File: config.mk
export PLATFORM = sky130hd
export DESIGN_NAME = ultrasonic_median_level
export DESIGN_NICKNAME = d
export VERILOG_FILES = /design/src/uml_pkg.sv /design/src/uml_front.sv /design/src/uml_job_queue.sv /design/src/uml_back.sv /design/src/ultrasonic_median_level.sv
export SDC_FILE = /design/constraint.sdc
export NUM_CORES = 1
export LEC_CHECK = 0
export BUFFER_PORTS_ARGS = -buffer_cell sky130_fd_sc_hd__clkbuf_2
export CORE_MARGIN = 5
export CORE_UTILIZATION = 40
export CTS_CLUSTER_SIZE = 16
export DETAILED_ROUTE_END_ITERATION = 10
export PLACE_DENSITY = 0.56
export SLEW_MARGIN = 10
export SYNTH_ARGS = -nofsm -noshare
export SYNTH_HDL_FRONTEND = slang
export SYNTH_SLANG_ARGS = --single-unit
File: constraint.sdc
create_clock -name clock -period 7.2 [get_ports clock]
set_clock_uncertainty 0.1 [all_clocks]
set_input_delay 1.44 -clock clock [delete_from_list [all_inputs] [get_ports clock]]
set_output_delay 1.44 -clock clock [all_outputs]
set_load 0.03 [all_outputs]
File: src/uml_pkg.sv
package uml_pkg;

   localparam int SAMPLE_COUNT = 5;
   localparam int ECHO_BITS    = 15;

   localparam int DEPTH_BITS     = 15;
   localparam int LEVEL_BITS     = 14;
   localparam int MEDIAN_BITS    = 15;
   localparam int COUNT_OUT_BITS = 3;

   localparam int CNT_BITS = $clog2(SAMPLE_COUNT + 1);
   localparam int IDX_BITS = (SAMPLE_COUNT > 1) ? $clog2(SAMPLE_COUNT) : 1;
   localparam int CMP_BITS = (ECHO_BITS > DEPTH_BITS) ? ECHO_BITS : DEPTH_BITS;

   localparam int NUM_BITS     = LEVEL_BITS + DEPTH_BITS;
   localparam int DIV_CNT_BITS = $clog2(NUM_BITS + 1);

   localparam int QUEUE_DEPTH     = 2;
   localparam int QUEUE_PTR_BITS  = (QUEUE_DEPTH > 1) ? $clog2(QUEUE_DEPTH) : 1;
   localparam int QUEUE_FILL_BITS = $clog2(QUEUE_DEPTH + 1);

   localparam int CSR_ADDR_BITS = 3;
   localparam int CSR_DATA_BITS = 32;
   localparam int CSR_IDX_BITS  = CSR_ADDR_BITS - 2;

   localparam logic [CSR_IDX_BITS-1:0] REG_BIN_DEPTH = '0;

   localparam logic [DEPTH_BITS-1:0] DEPTH_RESET      = 15'd1749;
   localparam logic [LEVEL_BITS-1:0] LEVEL_FULL_SCALE = 14'd10000;

   typedef logic [ECHO_BITS-1:0]  echo_type;
   typedef logic [CNT_BITS-1:0]   cnt_type;
   typedef logic [DEPTH_BITS-1:0] depth_type;
   typedef logic [LEVEL_BITS-1:0] level_type;

   // one finished burst handed from the front to the back
   typedef struct packed {
      logic [SAMPLE_COUNT-1:0][ECHO_BITS-1:0] samples;
      cnt_type                                count;
   } job_type;

   typedef struct packed {
      logic full;
      logic empty;
   } queue_status_type;

   typedef struct packed {
      level_type                level_centi_pct;
      logic [MEDIAN_BITS-1:0]   median_echo_us;
      logic [COUNT_OUT_BITS-1:0] valid_count;
      logic                     held;
   } result_type;

endpackage

File: src/uml_front.sv
module uml_front (
   input  logic                     clock,
   input  logic                     reset,
   input  logic                     req_valid,
   input  logic [uml_pkg::ECHO_BITS-1:0] req_echo_us,
   output logic                     req_stall,
   input  uml_pkg::queue_status_type queue_status,
   output logic                     push,
   output uml_pkg::job_type         push_job
);
   import uml_pkg::*;

   echo_type store_ff [SAMPLE_COUNT];
   cnt_type  valid_cnt_ff, valid_cnt_in;
   cnt_type  position_ff, position_in;

   logic accept;
   logic keep;
   logic burst_end;

   assign req_stall = queue_status.full;
   assign accept    = req_valid && !req_stall;
   assign keep      = (req_echo_us != '0) && (valid_cnt_ff < CNT_BITS'(SAMPLE_COUNT));
   assign burst_end = (position_ff == CNT_BITS'(SAMPLE_COUNT - 1));
   assign push      = accept && burst_end;

   always_comb begin
      valid_cnt_in = valid_cnt_ff;
      position_in  = position_ff;
      if (accept) begin
         if (burst_end) begin
            valid_cnt_in = '0;
            position_in  = '0;
         end else begin
            position_in = position_ff + 1'b1;
            if (keep) valid_cnt_in = valid_cnt_ff + 1'b1;
         end
      end
   end

   // fold the request of this cycle into the burst being pushed
   always_comb begin
      for (int i = 0; i < SAMPLE_COUNT; i++) begin
         push_job.samples[i] = store_ff[i];
      end
      if (keep) push_job.samples[valid_cnt_ff[IDX_BITS-1:0]] = req_echo_us;
      push_job.count = keep ? valid_cnt_ff + 1'b1 : valid_cnt_ff;
   end

   always_ff @(posedge clock) begin
      if (reset) begin
         valid_cnt_ff <= '0;
         position_ff  <= '0;
      end else begin
         valid_cnt_ff <= valid_cnt_in;
         position_ff  <= position_in;
      end
   end

   always_ff @(posedge clock) begin
      if (accept && keep) store_ff[valid_cnt_ff[IDX_BITS-1:0]] <= req_echo_us;
   end

endmodule

File: src/uml_job_queue.sv
module uml_job_queue (
   input  logic                      clock,
   input  logic                      reset,
   input  logic                      push,
   input  uml_pkg::job_type          push_job,
   input  logic                      pop,
   output uml_pkg::job_type          pop_job,
   output uml_pkg::queue_status_type status
);
   import uml_pkg::*;

   job_type                    entries_ff [QUEUE_DEPTH];
   logic [QUEUE_PTR_BITS-1:0]  wr_ptr_ff, rd_ptr_ff;
   logic [QUEUE_FILL_BITS-1:0] fill_ff, fill_in;
   logic                       do_push, do_pop;

   assign status.full  = (fill_ff == QUEUE_FILL_BITS'(QUEUE_DEPTH));
   assign status.empty = (fill_ff == '0);
   assign do_push      = push && !status.full;
   assign do_pop       = pop && !status.empty;
   assign pop_job      = entries_ff[rd_ptr_ff];

   always_comb begin
      fill_in = fill_ff;
      if (do_push && !do_pop) fill_in = fill_ff + 1'b1;
      else if (do_pop && !do_push) fill_in = fill_ff - 1'b1;
   end

   always_ff @(posedge clock) begin
      if (reset) begin
         wr_ptr_ff <= '0;
         rd_ptr_ff <= '0;
         fill_ff   <= '0;
      end else begin
         fill_ff <= fill_in;
         if (do_push) wr_ptr_ff <= wr_ptr_ff + 1'b1;
         if (do_pop) rd_ptr_ff <= rd_ptr_ff + 1'b1;
      end
   end

   always_ff @(posedge clock) begin
      if (do_push) entries_ff[wr_ptr_ff] <= push_job;
   end

endmodule

File: src/uml_back.sv
module uml_back (
   input  logic                      clock,
   input  logic                      reset,
   input  logic [uml_pkg::DEPTH_BITS-1:0] bin_depth,
   input  uml_pkg::queue_status_type queue_status,
   input  uml_pkg::job_type          pop_job,
   output logic                      pop,
   output logic                      rsp_valid,
   input  logic                      rsp_stall,
   output uml_pkg::result_type       result
);
   import uml_pkg::*;

   typedef enum logic [4:0] {
      ST_IDLE   = 5'b00001,
      ST_SELECT = 5'b00010,
      ST_MULT   = 5'b00100,
      ST_DIVIDE = 5'b01000,
      ST_DONE   = 5'b10000
   } state_type;

   state_type               state_ff, state_in;
   job_type                 job_ff;
   logic [IDX_BITS-1:0]     idx_ff;
   echo_type                median_ff;
   logic [NUM_BITS-1:0]     num_ff;
   depth_type               rem_ff;
   logic [DIV_CNT_BITS-1:0] div_cnt_ff;
   level_type               held_level_ff;
   logic                    rsp_valid_ff;
   result_type              result_ff;

   echo_type               cand;
   cnt_type                lt_cnt, le_cnt, rank;
   logic                   hit;
   logic [CMP_BITS-1:0]    med_wide, depth_wide;
   logic                   over_depth;
   depth_type              diff;
   logic [DEPTH_BITS:0]    rem_shift;
   logic                   rem_ge;
   level_type              level;

   assign pop = (state_ff == ST_IDLE) && !queue_status.empty && (!rsp_valid_ff || !rsp_stall);
   assign rsp_valid = rsp_valid_ff;
   assign result    = result_ff;

   // rank of the current candidate among the kept samples
   always_comb begin
      cand   = job_ff.samples[idx_ff];
      lt_cnt = '0;
      le_cnt = '0;
      for (int j = 0; j < SAMPLE_COUNT; j++) begin
         if (CNT_BITS'(j) < job_ff.count) begin
            if (job_ff.samples[j] < cand) lt_cnt = lt_cnt + 1'b1;
            if (job_ff.samples[j] <= cand) le_cnt = le_cnt + 1'b1;
         end
      end
      rank = job_ff.count >> 1;
      hit  = (CNT_BITS'(idx_ff) < job_ff.count) && (lt_cnt <= rank) && (rank < le_cnt);
   end

   assign med_wide   = CMP_BITS'(median_ff);
   assign depth_wide = CMP_BITS'(bin_depth);
   assign over_depth = (med_wide >= depth_wide) || (bin_depth == '0);
   assign diff       = DEPTH_BITS'(depth_wide - med_wide);
   assign rem_shift  = {rem_ff, num_ff[NUM_BITS-1]};
   assign rem_ge     = rem_shift >= {1'b0, bin_depth};
   assign level      = LEVEL_BITS'(num_ff);

   always_comb begin
      state_in = state_ff;
      unique case (state_ff)
         ST_IDLE:   if (pop) state_in = (pop_job.count == '0) ? ST_DONE : ST_SELECT;
         ST_SELECT: if (hit || idx_ff == IDX_BITS'(SAMPLE_COUNT - 1)) state_in = ST_MULT;
         ST_MULT:   state_in = over_depth ? ST_DONE : ST_DIVIDE;
         ST_DIVIDE: if (div_cnt_ff == '0) state_in = ST_DONE;
         ST_DONE:   state_in = ST_IDLE;
         default:   state_in = ST_IDLE;
      endcase
   end

   always_ff @(posedge clock) begin
      if (reset) begin
         state_ff      <= ST_IDLE;
         held_level_ff <= '0;
         rsp_valid_ff  <= 1'b0;
      end else begin
         state_ff <= state_in;
         if (state_ff == ST_DONE) begin
            rsp_valid_ff <= 1'b1;
            if (job_ff.count != '0) held_level_ff <= level;
         end else if (!rsp_stall) begin
            rsp_valid_ff <= 1'b0;
         end
      end
   end

   always_ff @(posedge clock) begin
      unique case (state_ff)
         ST_IDLE: begin
            job_ff    <= pop_job;
            idx_ff    <= '0;
            median_ff <= '0;
         end
         ST_SELECT: begin
            if (hit) median_ff <= cand;
            idx_ff <= idx_ff + 1'b1;
         end
         ST_MULT: begin
            num_ff     <= over_depth ? '0 : NUM_BITS'(diff) * NUM_BITS'(LEVEL_FULL_SCALE);
            rem_ff     <= '0;
            div_cnt_ff <= DIV_CNT_BITS'(NUM_BITS - 1);
         end
         ST_DIVIDE: begin
            // restoring step: quotient bits shift in from the bottom
            if (rem_ge) begin
               rem_ff <= DEPTH_BITS'(rem_shift - {1'b0, bin_depth});
               num_ff <= {num_ff[NUM_BITS-2:0], 1'b1};
            end else begin
               rem_ff <= rem_shift[DEPTH_BITS-1:0];
               num_ff <= {num_ff[NUM_BITS-2:0], 1'b0};
            end
            div_cnt_ff <= div_cnt_ff - 1'b1;
         end
         ST_DONE: begin
            result_ff.median_echo_us <= MEDIAN_BITS'(median_ff);
            result_ff.valid_count    <= COUNT_OUT_BITS'(job_ff.count);
            if (job_ff.count == '0) begin
               result_ff.level_centi_pct <= held_level_ff;
               result_ff.held            <= 1'b1;
            end else begin
               result_ff.level_centi_pct <= level;
               result_ff.held            <= 1'b0;
            end
         end
         default: begin
            idx_ff <= '0;
         end
      endcase
   end

endmodule

File: src/ultrasonic_median_level.sv
// Flow: with the back end free and no output stall, the last request of a burst yields
//   its result through
//   queue pop, up to 5 median selection steps, a multiply, up to 29 divide steps and a write-out;
//   an empty burst goes from queue pop straight to write-out.
// Throughput: one request per cycle while the 2-deep burst queue has room; the back end
//   works on one burst at a time with a bit-serial divider and pops the next only when idle.
// Reset: synchronous; clears counters, queue, held level and output valid; depth reg = 1749.
module ultrasonic_median_level (
   input  logic                              clock,
   input  logic                              reset,
   input  logic                              req_valid,
   input  logic [uml_pkg::ECHO_BITS-1:0]     req_echo_us,
   output logic                              req_stall,
   output logic                              rsp_valid,
   input  logic                              rsp_stall,
   output logic [uml_pkg::LEVEL_BITS-1:0]    rsp_level_centi_pct,
   output logic [uml_pkg::MEDIAN_BITS-1:0]   rsp_median_echo_us,
   output logic [uml_pkg::COUNT_OUT_BITS-1:0] rsp_valid_count,
   output logic                              rsp_held,
   input  logic                              csr_psel,
   input  logic                              csr_penable,
   input  logic                              csr_pwrite,
   input  logic [uml_pkg::CSR_ADDR_BITS-1:0] csr_paddr,
   input  logic [uml_pkg::CSR_DATA_BITS-1:0] csr_pwdata,
   output logic [uml_pkg::CSR_DATA_BITS-1:0] csr_prdata,
   output logic                              csr_pready
);
   import uml_pkg::*;

   depth_type        depth_ff;
   logic [CSR_IDX_BITS-1:0] csr_index;
   queue_status_type queue_status;
   logic             push, pop;
   job_type          push_job, pop_job;
   result_type       result;

   assign csr_pready = 1'b1;
   assign csr_index  = csr_paddr[CSR_ADDR_BITS-1:2];
   assign csr_prdata = (csr_index == REG_BIN_DEPTH) ? CSR_DATA_BITS'(depth_ff) : '0;

   always_ff @(posedge clock) begin
      if (reset) begin
         depth_ff <= DEPTH_RESET;
      end else if (csr_psel && csr_penable && csr_pwrite && csr_pready
                   && csr_index == REG_BIN_DEPTH) begin
         depth_ff <= csr_pwdata[DEPTH_BITS-1:0];
      end
   end

   uml_front u_front (
      .clock        (clock),
      .reset        (reset),
      .req_valid    (req_valid),
      .req_echo_us  (req_echo_us),
      .req_stall    (req_stall),
      .queue_status (queue_status),
      .push         (push),
      .push_job     (push_job)
   );

   uml_job_queue u_queue (
      .clock    (clock),
      .reset    (reset),
      .push     (push),
      .push_job (push_job),
      .pop      (pop),
      .pop_job  (pop_job),
      .status   (queue_status)
   );

   uml_back u_back (
      .clock        (clock),
      .reset        (reset),
      .bin_depth    (depth_ff),
      .queue_status (queue_status),
      .pop_job      (pop_job),
      .pop          (pop),
      .rsp_valid    (rsp_valid),
      .rsp_stall    (rsp_stall),
      .result       (result)
   );

   assign rsp_level_centi_pct = result.level_centi_pct;
   assign rsp_median_echo_us  = result.median_echo_us;
   assign rsp_valid_count     = result.valid_count;
   assign rsp_held            = result.held;

`ifndef SYNTHESIS
   a_held_is_empty: assert property (@(posedge clock) disable iff (reset)
      rsp_valid && rsp_held |-> rsp_valid_count == '0 && rsp_median_echo_us == '0)
      else $error("held result carries samples");

   a_level_range: assert property (@(posedge clock) disable iff (reset)
      rsp_valid && !rsp_held |-> rsp_level_centi_pct <= LEVEL_FULL_SCALE)
      else $error("level beyond full scale");

   a_reset_quiet: assert property (@(posedge clock)
      $past(reset) |-> !rsp_valid)
      else $error("result valid right after reset");
`endif

endmodule
==> reports/qor.yml, run 1 <==
status: "finished clean"
hpwl_um: 40000
final_net_count: 2336
ys_seq_elements: 455
grt_pass1_wl_um: 87500
fin_cells: 2868
yosys-top-cells-count: "409 x edfxtp_1, 192 x ha_1, 173 x mux2_2"
die_height_um: 255
num_vias: 14957
num_rows: 89
firstDrtPassIters: 5
period_needed_ns: 6.89
critPathKind: "reg -> reg"
cts-root-buf: "clkbuf_16"
whs_path_depth: 2
r2r_slack_ns: 0.31
clk_path_buf_depth: 3
ant_nets: 0
crit_path_start: "u_back.idx_ff[2]"
rr_worst_depth: 28
synth_warnings: 0
grt_max_degree: 69
wirelength_um: 56400
utilization: 0.463
die-area_um2: 64800
cts.sinks: 455
path_common_cell: "ha_1"
yosys.area.top_type_share: 0.513
async_reset_ff_frac: 0
synth-edff-count: 409
dieWidth_um: 255
drt_iter0_drc: 810
yosys-top-cells-area: "edfxtp_1 51%, ha_1 10%, mux2_2 8.1%, dfxtp_1 3.8%, fa_1 2.8%"
clkTransAtPathRegs_ns: 0.06
hold_path_end: "u_back.held_level_ff[9]"
r2r_start: "u_back.idx_ff[2]"
area_growth_pct: 14.4
synth_ff_type: "edfxtp_1"
synth_most_common_cell: "edfxtp_1"
slowest_stage: "edfxtp_1"
grt_pass1_vias: 15105
grt-ovfl-total: 0
seq_area_frac_synth: 0.551
detail_route.vias_per_cell: 5.22
rsz0062_at_grt: "false"
ios: 125
finalHoldViolCount: 0
io_buffers: 87
antenna_found_initial: 0
cts_tree: "done"
post_drt_wl_per_cell_um: 19.7
max_freq_mhz: 145
worstMarginPinSlew_ns: 1.13
n_antenna_cell: 0
worstPathArrival_ns: 7.07
postCtsHoldBufs: 0
drc: 0
netlist_area_um2: 23900
end_kind: "flop"
worstHoldStart: "u_back.held_level_ff[9]"
fin_crit_sh: 0.957
r2r-end: "u_back.med_wide[3]"
gp_congestion: 0.866
start_util: 0.405
postSynthCellCount: 1895
slew_viol_final: 0
htreeDepth: 2
cts_buffers: 50
syn_avg_cell_area_um2: 12.6
slew_headroom: 0.245
gr-usage-all-layers: 0.172
fin_setup_tns_ns: 0
ys_types: 73
critPathMaxFanout: 7
synth.largest_area_cell: "edfxtp_1"
insertion_delay_ns: 0.61
hold_path_class: "reg -> reg"
layout-drive-gt1-share: 0.208
setup_viol: 0
cpPeakStageDelay_ns: 0.47
core_area_um2: 59100
max_cap_violations: 0
critPathLaunchType: "flop"
cp.required_ns: 7.37
dp.cells: 2770
-- repair_timing --
item | in CTS | in global routing
setup endpoints to repair | 1 | 20
setup buffers | 0 | 3
cloned | 0 | 1
gates resized for setup | 1 | 12
pin swaps | 0 | 6
-- critical path: cells and delay by family (launching register included) --
| family | cells | cell delay, ns |
|---|---|---|
| AOI/OAI and AO/OA | 11 | 1.85 |
| adders and majority gates | 6 | 1.68 |
| buffers and inverters | 1 | 0.20 |
| DFF | 1 | 0.47 |
| muxes | 4 | 1.11 |
| and+or+nand+nor | 6 | 1.21 |
-- layout make-up --
class / instances / area, um2
clock buffers: 69 / 1360
clock inverters: 25 / 283
fillers: 5336 / 31700
inverters: 166 / 623
multi-input cells: 1218 / 9940
flip-flops and latches: 455 / 13200
well taps: 773 / 967
repair buffers: 162 / 998
-- registers in the layout, summed over array words and instances (netlist names), 14 cells and up, named ones only --
| name | count |
|---|---|
| depth_ff | 15 |
| u_back.held_level_ff | 14 |
| u_back.job_ff | 78 |
| u_back.med_wide | 15 |
| u_back.num_ff | 29 |
| u_back.rem_ff | 15 |
| u_back.result | 33 |
| u_front.store_ff | 75 |
| u_queue.entries_ff | 156 |
-- through the flow --
stage          setup slack, ns  instance area (um2)  hold WS, ns
3_3_place_gp            0.0511                25600        0.338
5_1_grt               0.000202                27400        0.365
4_1_cts                 0.0196                27300        0.352
3_5_place_dp            0.0216                25600        0.336
6_report                 0.307                27400        0.352
2_1_floorplan           0.0358                24000        0.326
-- per-layer routing --
metal  global-route usage  vias to the layer above  part of all wire
met1                0.232                     7402              0.46
met2                0.296                      216              0.49
li1                     -                     7252                 -
met4               0.0473                        0             0.025
met3               0.0216                       87             0.028
met5                    0                        -                 0
-- worst max path at each step --
stage / endpoint / slack, ns / cells past startpoint
3_3_place_gp: u_back.num_ff[28] / 0.05 / 29
6_report: u_back.med_wide[3] / 0.31 / 28
5_1_grt: u_back.num_ff[28] / 0.0002 / 29
2_1_floorplan: u_back.med_wide[0] / 0.04 / 28
4_1_cts: u_back.med_wide[6] / 0.02 / 26
3_5_place_dp: u_back.num_ff[28] / 0.02 / 29
-- kinds of logic (layout without fill, tap and decap cells) --
logic type,count (synthesis),after routing,synth area share
compound gates,305,305,0.0810
xor+xnor,54,54,0.0209
buf+inv,239,422,0.0403
flops,455,455,0.551
simple gates,411,412,0.0828
other cells,2,18,0.000314
fa+ha+maj,226,226,0.129
mux,203,203,0.0944
-- layout by cell type, fill, tap and decap left out, types with 13 or more instances in the layout --
master and count:
o31ai_1 20, edfxtp_1 409, nand2_1 139, nand3_1 28, mux2_2 173, nor2_1 99, clkbuf_1 16, nor4_1 13
o21a_1 15, dfxtp_1 45, xnor2_1 31, xor2_1 20, fa_1 34, o21ai_0 61, nor2b_1 15, nand4_1 21
buf_4 75, inv_1 163, mux2i_1 29, o211ai_1 14, ha_1 192, clkbuf_2 87, nor3_1 22, a21o_1 15
a21oi_1 108, conb_1 18, clkbuf_16 51
Power of run 1 is left out: the tool's default activity adds up to more than one toggle a clock period on the data nets, which glitch-free logic cannot reach.
==> inputs of run 2 (changes only) <==
Settings changed: CORE_UTILIZATION 40 to 56, PLACE_DENSITY 0.56 to 0.75.
==> run 2 against run 1 <==
Fmax barely moved. First-iteration DRC count rose by 52%. Flip-flop and latch count did not move. Die area fell by 28%. Sequential share of layout area rose by 0.80 points. Setup slack got worse by 0.0025 ns. Utilization rose by 18 points.
==> reports/qor.yml, run 2 (synthesis results as in run 1) <==
gp_congestion: 0.906
wirelength_um: 53000
postCtsHoldBufs: 0
ios: 125
dieWidth_um: 217
gr-usage-all-layers: 0.223
max_freq_mhz: 145
post_drt_wl_per_cell_um: 20.3
hold_path_class: "reg -> reg"
status: "finished clean"
use_met2: 0.397
hold_path_end: "u_back.held_level_ff[0]"
path_common_cell: "ha_1"
grt_pass1_vias: 15499
core_area_um2: 42100
fin_cells: 2617
period_needed_ns: 6.90
htreeDepth: 2
slew_headroom: 0.200
crit_path_start: "u_back.med_wide[1]"
finalHoldViolCount: 0
hpwl_um: 37600
max_flop_register: "u_queue.entries_ff"
area_growth_pct: 12.5
grt-ovfl-total: 0
clkTransAtPathRegs_ns: 0.06
insertion_delay_ns: 0.58
worstPathArrival_ns: 7.11
r2r_slack_ns: 0.30
grt_pass1_wl_um: 83200
die-area_um2: 47000
dp.cells: 2523
antenna_found_initial: 0
critPathLaunchType: "flop"
whs_path_depth: 2
start_util: 0.568
rr_worst_depth: 29
fillCellCount: 3154
layout_common_cells: "409 x edfxtp_1, 191 x ha_1, 173 x mux2_2, 159 x inv_1, 139 x nand2_1"
clk_path_buf_depth: 3
r2r_start: "u_back.med_wide[1]"
end_kind: "flop"
fin_setup_tns_ns: 0
slew_viol_final: 0
critPathMaxFanout: 3
final_net_count: 2324
slowest_stage: "or4_1"
cts_buffers: 47
drc: 0
drt_iter0_drc: 1234
use_met1: 0.286
setup_viol: 0
num_vias: 15141
cts.sinks: 455
die_height_um: 217
io_buffers: 87
ant_nets: 0
grt.met3_usage: 0.0277
r2r-end: "u_back.num_ff[28]"
firstDrtPassIters: 6
cts-root-buf: "clkbuf_16"
fin_crit_sh: 0.958
detail_route.vias_per_cell: 5.79
largest_reg_flops: 156
worstMarginPinSlew_ns: 1.20
layout-drive-gt1-share: 0.211
num_rows: 75
critPathKind: "reg -> reg"
worstHoldStart: "u_back.held_level_ff[0]"
top_usage_layer: "met2"
final_common_cell: "edfxtp_1"
grt_max_degree: 74
n_antenna_cell: 0
cpPeakStageDelay_ns: 0.56
max_cap_violations: 0
cts_tree: "done"
hold-worst-slack_ns: 0.351
cp.required_ns: 7.42
-- run 2: metal layers --
metal | vias up | share of wire | routed length, um
met5 | - | 0 | 0
met4 | 0 | 0.029 | 1520
met3 | 96 | 0.044 | 2330
met2 | 384 | 0.51 | 26900
met1 | 7444 | 0.42 | 22300
li1 | 7217 | - | -
-- run 2: worst max-delay path: cells and delay by family, from the launching register on --
kind,cells,cell delay [ns]
adder cells (fa/ha/maj),7,2.58
AO/OA/AOI/OAI,10,1.64
AND/OR/NAND/NOR,5,1.26
flip-flops,1,0.42
buffers and inverters,5,0.30
XOR/XNOR,2,0.31
-- run 2: how the worst max path moves through the flow --
stage | depth (start not counted) | to | slack, ns
finish | 29 | u_back.num_ff[28] | 0.30
global route | 29 | u_back.num_ff[28] | -0.07
CTS | 29 | u_back.num_ff[28] | 0.04
detailed placement | 29 | u_back.num_ff[28] | -0.02
global placement | 29 | u_back.num_ff[28] | 0.07
floorplan | 28 | u_back.med_wide[0] | 0.04
-- run 2: layout make-up --
class,instances,area [um2],share of cell area
sequential,455,13200,0.490
tap,539,674,0.0250
clock inverter,29,262,0.00971
multi-input combinational,1218,9990,0.371
timing repair buffer,153,938,0.0348
clock buffer,57,1230,0.0458
inverter,166,623,0.0231
-- run 2: repair_timing --
item / 4_1_cts / 5_1_grt
pin swaps: 0 / 17
buffers inserted: 0 / 7
resized for setup: 2 / 25
setup endpoints to repair: 1 / 19
cloned: 0 / 1
-- run 2: per-stage QoR --
stage | instance area, um2 | worst slack [ns] | util
global route | 26900 | -0.0675 | 0.639
finish | 26900 | 0.305 | 0.639
floorplan | 24000 | 0.0358 | -
detailed placement | 25300 | -0.0160 | 0.599
global placement | 25300 | 0.0746 | 0.599
CTS | 26800 | 0.0383 | 0.635
Power of run 2 is left out for the same reason.
==> inputs of run 3 (changes only) <==
Settings changed: CORE_UTILIZATION 56 to 60, PLACE_DENSITY 0.75 to 0.76.
Clock period 7.2 ns to 8.73 ns, I/O delays scaled along.
==> run 3 against run 2 <==
Sequential share of layout area increased by 1.0 points. Design area is 2.0% lower. Global-route usage is 1.8 points higher. Worst hold slack gained 0.0015 ns. Flip-flop and latch count did not move. Utilization up 2.6 points. Critical path type unchanged. Largest cell class unchanged.
==> reports/qor.yml, run 3 (synthesis results as in run 1) <==
htreeDepth: 2
drt_iter0_drc: 1028
r2r_start: "depth_ff[0]"
slew_viol_final: 0
critPathLaunchType: "flop"
worstPathArrival_ns: 7.94
cts_tree: "done"
setup_ws_ns: 0.985
clk_path_buf_depth: 3
ios: 125
die_height_um: 210
worstHoldStart: "u_back.held_level_ff[4]"
hpwl_um: 37500
rsz0062_at_grt: "false"
postCtsHoldBufs: 0
layout_common_cells: "409 x edfxtp_1, 192 x ha_1, 173 x mux2_2, 164 x inv_1, 139 x nand2_1"
largest_reg_flops: 156
hold_path_class: "reg -> reg"
dieWidth_um: 210
layout-drive-gt1-share: 0.180
fillCellCount: 2957
cts_buffers: 46
ant_nets: 0
wirelength_um: 53500
cts_setup_buffers: 0
max_flop_register: "u_queue.entries_ff"
pre_cts_ws_ns: 1.05
max_freq_mhz: 129
core_area_um2: 39600
fin_setup_tns_ns: 0
grt_pass1_vias: 15108
cts.sinks: 455
antenna_found_initial: 0
setup_viol: 0
num_rows: 73
insertion_delay_ns: 0.57
path_common_cell: "inv_1"
end_kind: "flop"
status: "finished clean"
worstMarginPinSlew_ns: 1.13
drc: 0
critPathKind: "reg -> reg"
area_growth_pct: 10.2
cts-root-buf: "clkbuf_16"
final_net_count: 2285
firstDrtPassIters: 5
detail_route.vias_per_cell: 5.84
cp.required_ns: 8.92
finalHoldViolCount: 0
start_util: 0.604
final_area_um2: 26400
gr-usage-all-layers: 0.242
grt_max_degree: 62
max_cap_violations: 0
critPathMaxFanout: 4
die-area_um2: 44000
grt_pass1_wl_um: 83400
hold-worst-slack_ns: 0.353
final_common_cell: "edfxtp_1"
gp_congestion: 0.933
clkTransAtPathRegs_ns: 0.06
fin_crit_sh: 0.887
slew_headroom: 0.244
grt-ovfl-total: 0
crit_path_start: "depth_ff[0]"
cts_resized: 0
post_drt_wl_per_cell_um: 20.9
period_needed_ns: 7.74
cpPeakStageDelay_ns: 0.57
num_vias: 14978
slowest_stage: "fa_1"
place_area_um2: 25000
io_buffers: 87
-- run 3: cell types whose count changed in the layout (fill, tap and decap cells not counted), moves of 3 or more --
cell / before / now
clkinv_2: 8 / 5
inv_2: 7 / 2
a21oi_1: 107 / 110
buf_4: 64 / 29
clkbuf_1: 8 / 16
nor2_2: 4 / 1
nor2_1: 95 / 98
clkinvlp_4: 4 / 1
inv_1: 159 / 164
a21oi_2: 3 / 0
-- run 3: layout make-up --
class / count / area [um2] / share of cell area
tap: 525 / 657 / 0.0249
clock inverter: 21 / 151 / 0.00574
clock buffer: 63 / 1240 / 0.0469
sequential: 455 / 13200 / 0.500
antenna: 1 / 2.50 / 0.0000948
timing repair buffer: 116 / 653 / 0.0248
inverter: 166 / 623 / 0.0236
multi-input combinational: 1217 / 9860 / 0.374
-- run 3: worst max-delay path, delay by kind of cell, from the launching register on --
family,cells,cell delay (ns)
and+or+nand+nor,5,0.73
AOI/OAI and AO/OA,10,2.22
buffers and inverters,6,0.54
adders and majority gates,8,3.11
xor gates and xnor gates,2,0.45
DFF,1,0.32
-- run 3: routing by layer --
layer  vias to the layer above  wire, um  part of all wire  global-route usage
met3                       102      2190             0.041              0.0339
li1                       7144         -                 -                   -
met2                       360     26600              0.50               0.416
met4                         0      2200             0.041              0.0956
met5                         -         0                 0                   0
met1                      7372     22500              0.42               0.312
-- run 3: worst paths after layout --
check	endpoint	slack [ns]	cells after the start
max	u_back.num_ff[28]	0.99	31
min	u_back.held_level_ff[4]	0.35	2
max reg2reg	u_back.num_ff[28]	0.99	31
min reg2reg	u_back.held_level_ff[4]	0.35	2
-- run 3: stage by stage --
stage / cells / utilization
final: 2564 / 0.666
after global routing: 2563 / 0.666
after CTS: 2563 / 0.666
after detailed placement: 2479 / 0.631
after global placement: 2479 / 0.631
after floorplan: 1911 / -
Power of run 3 is left out for the same reason.
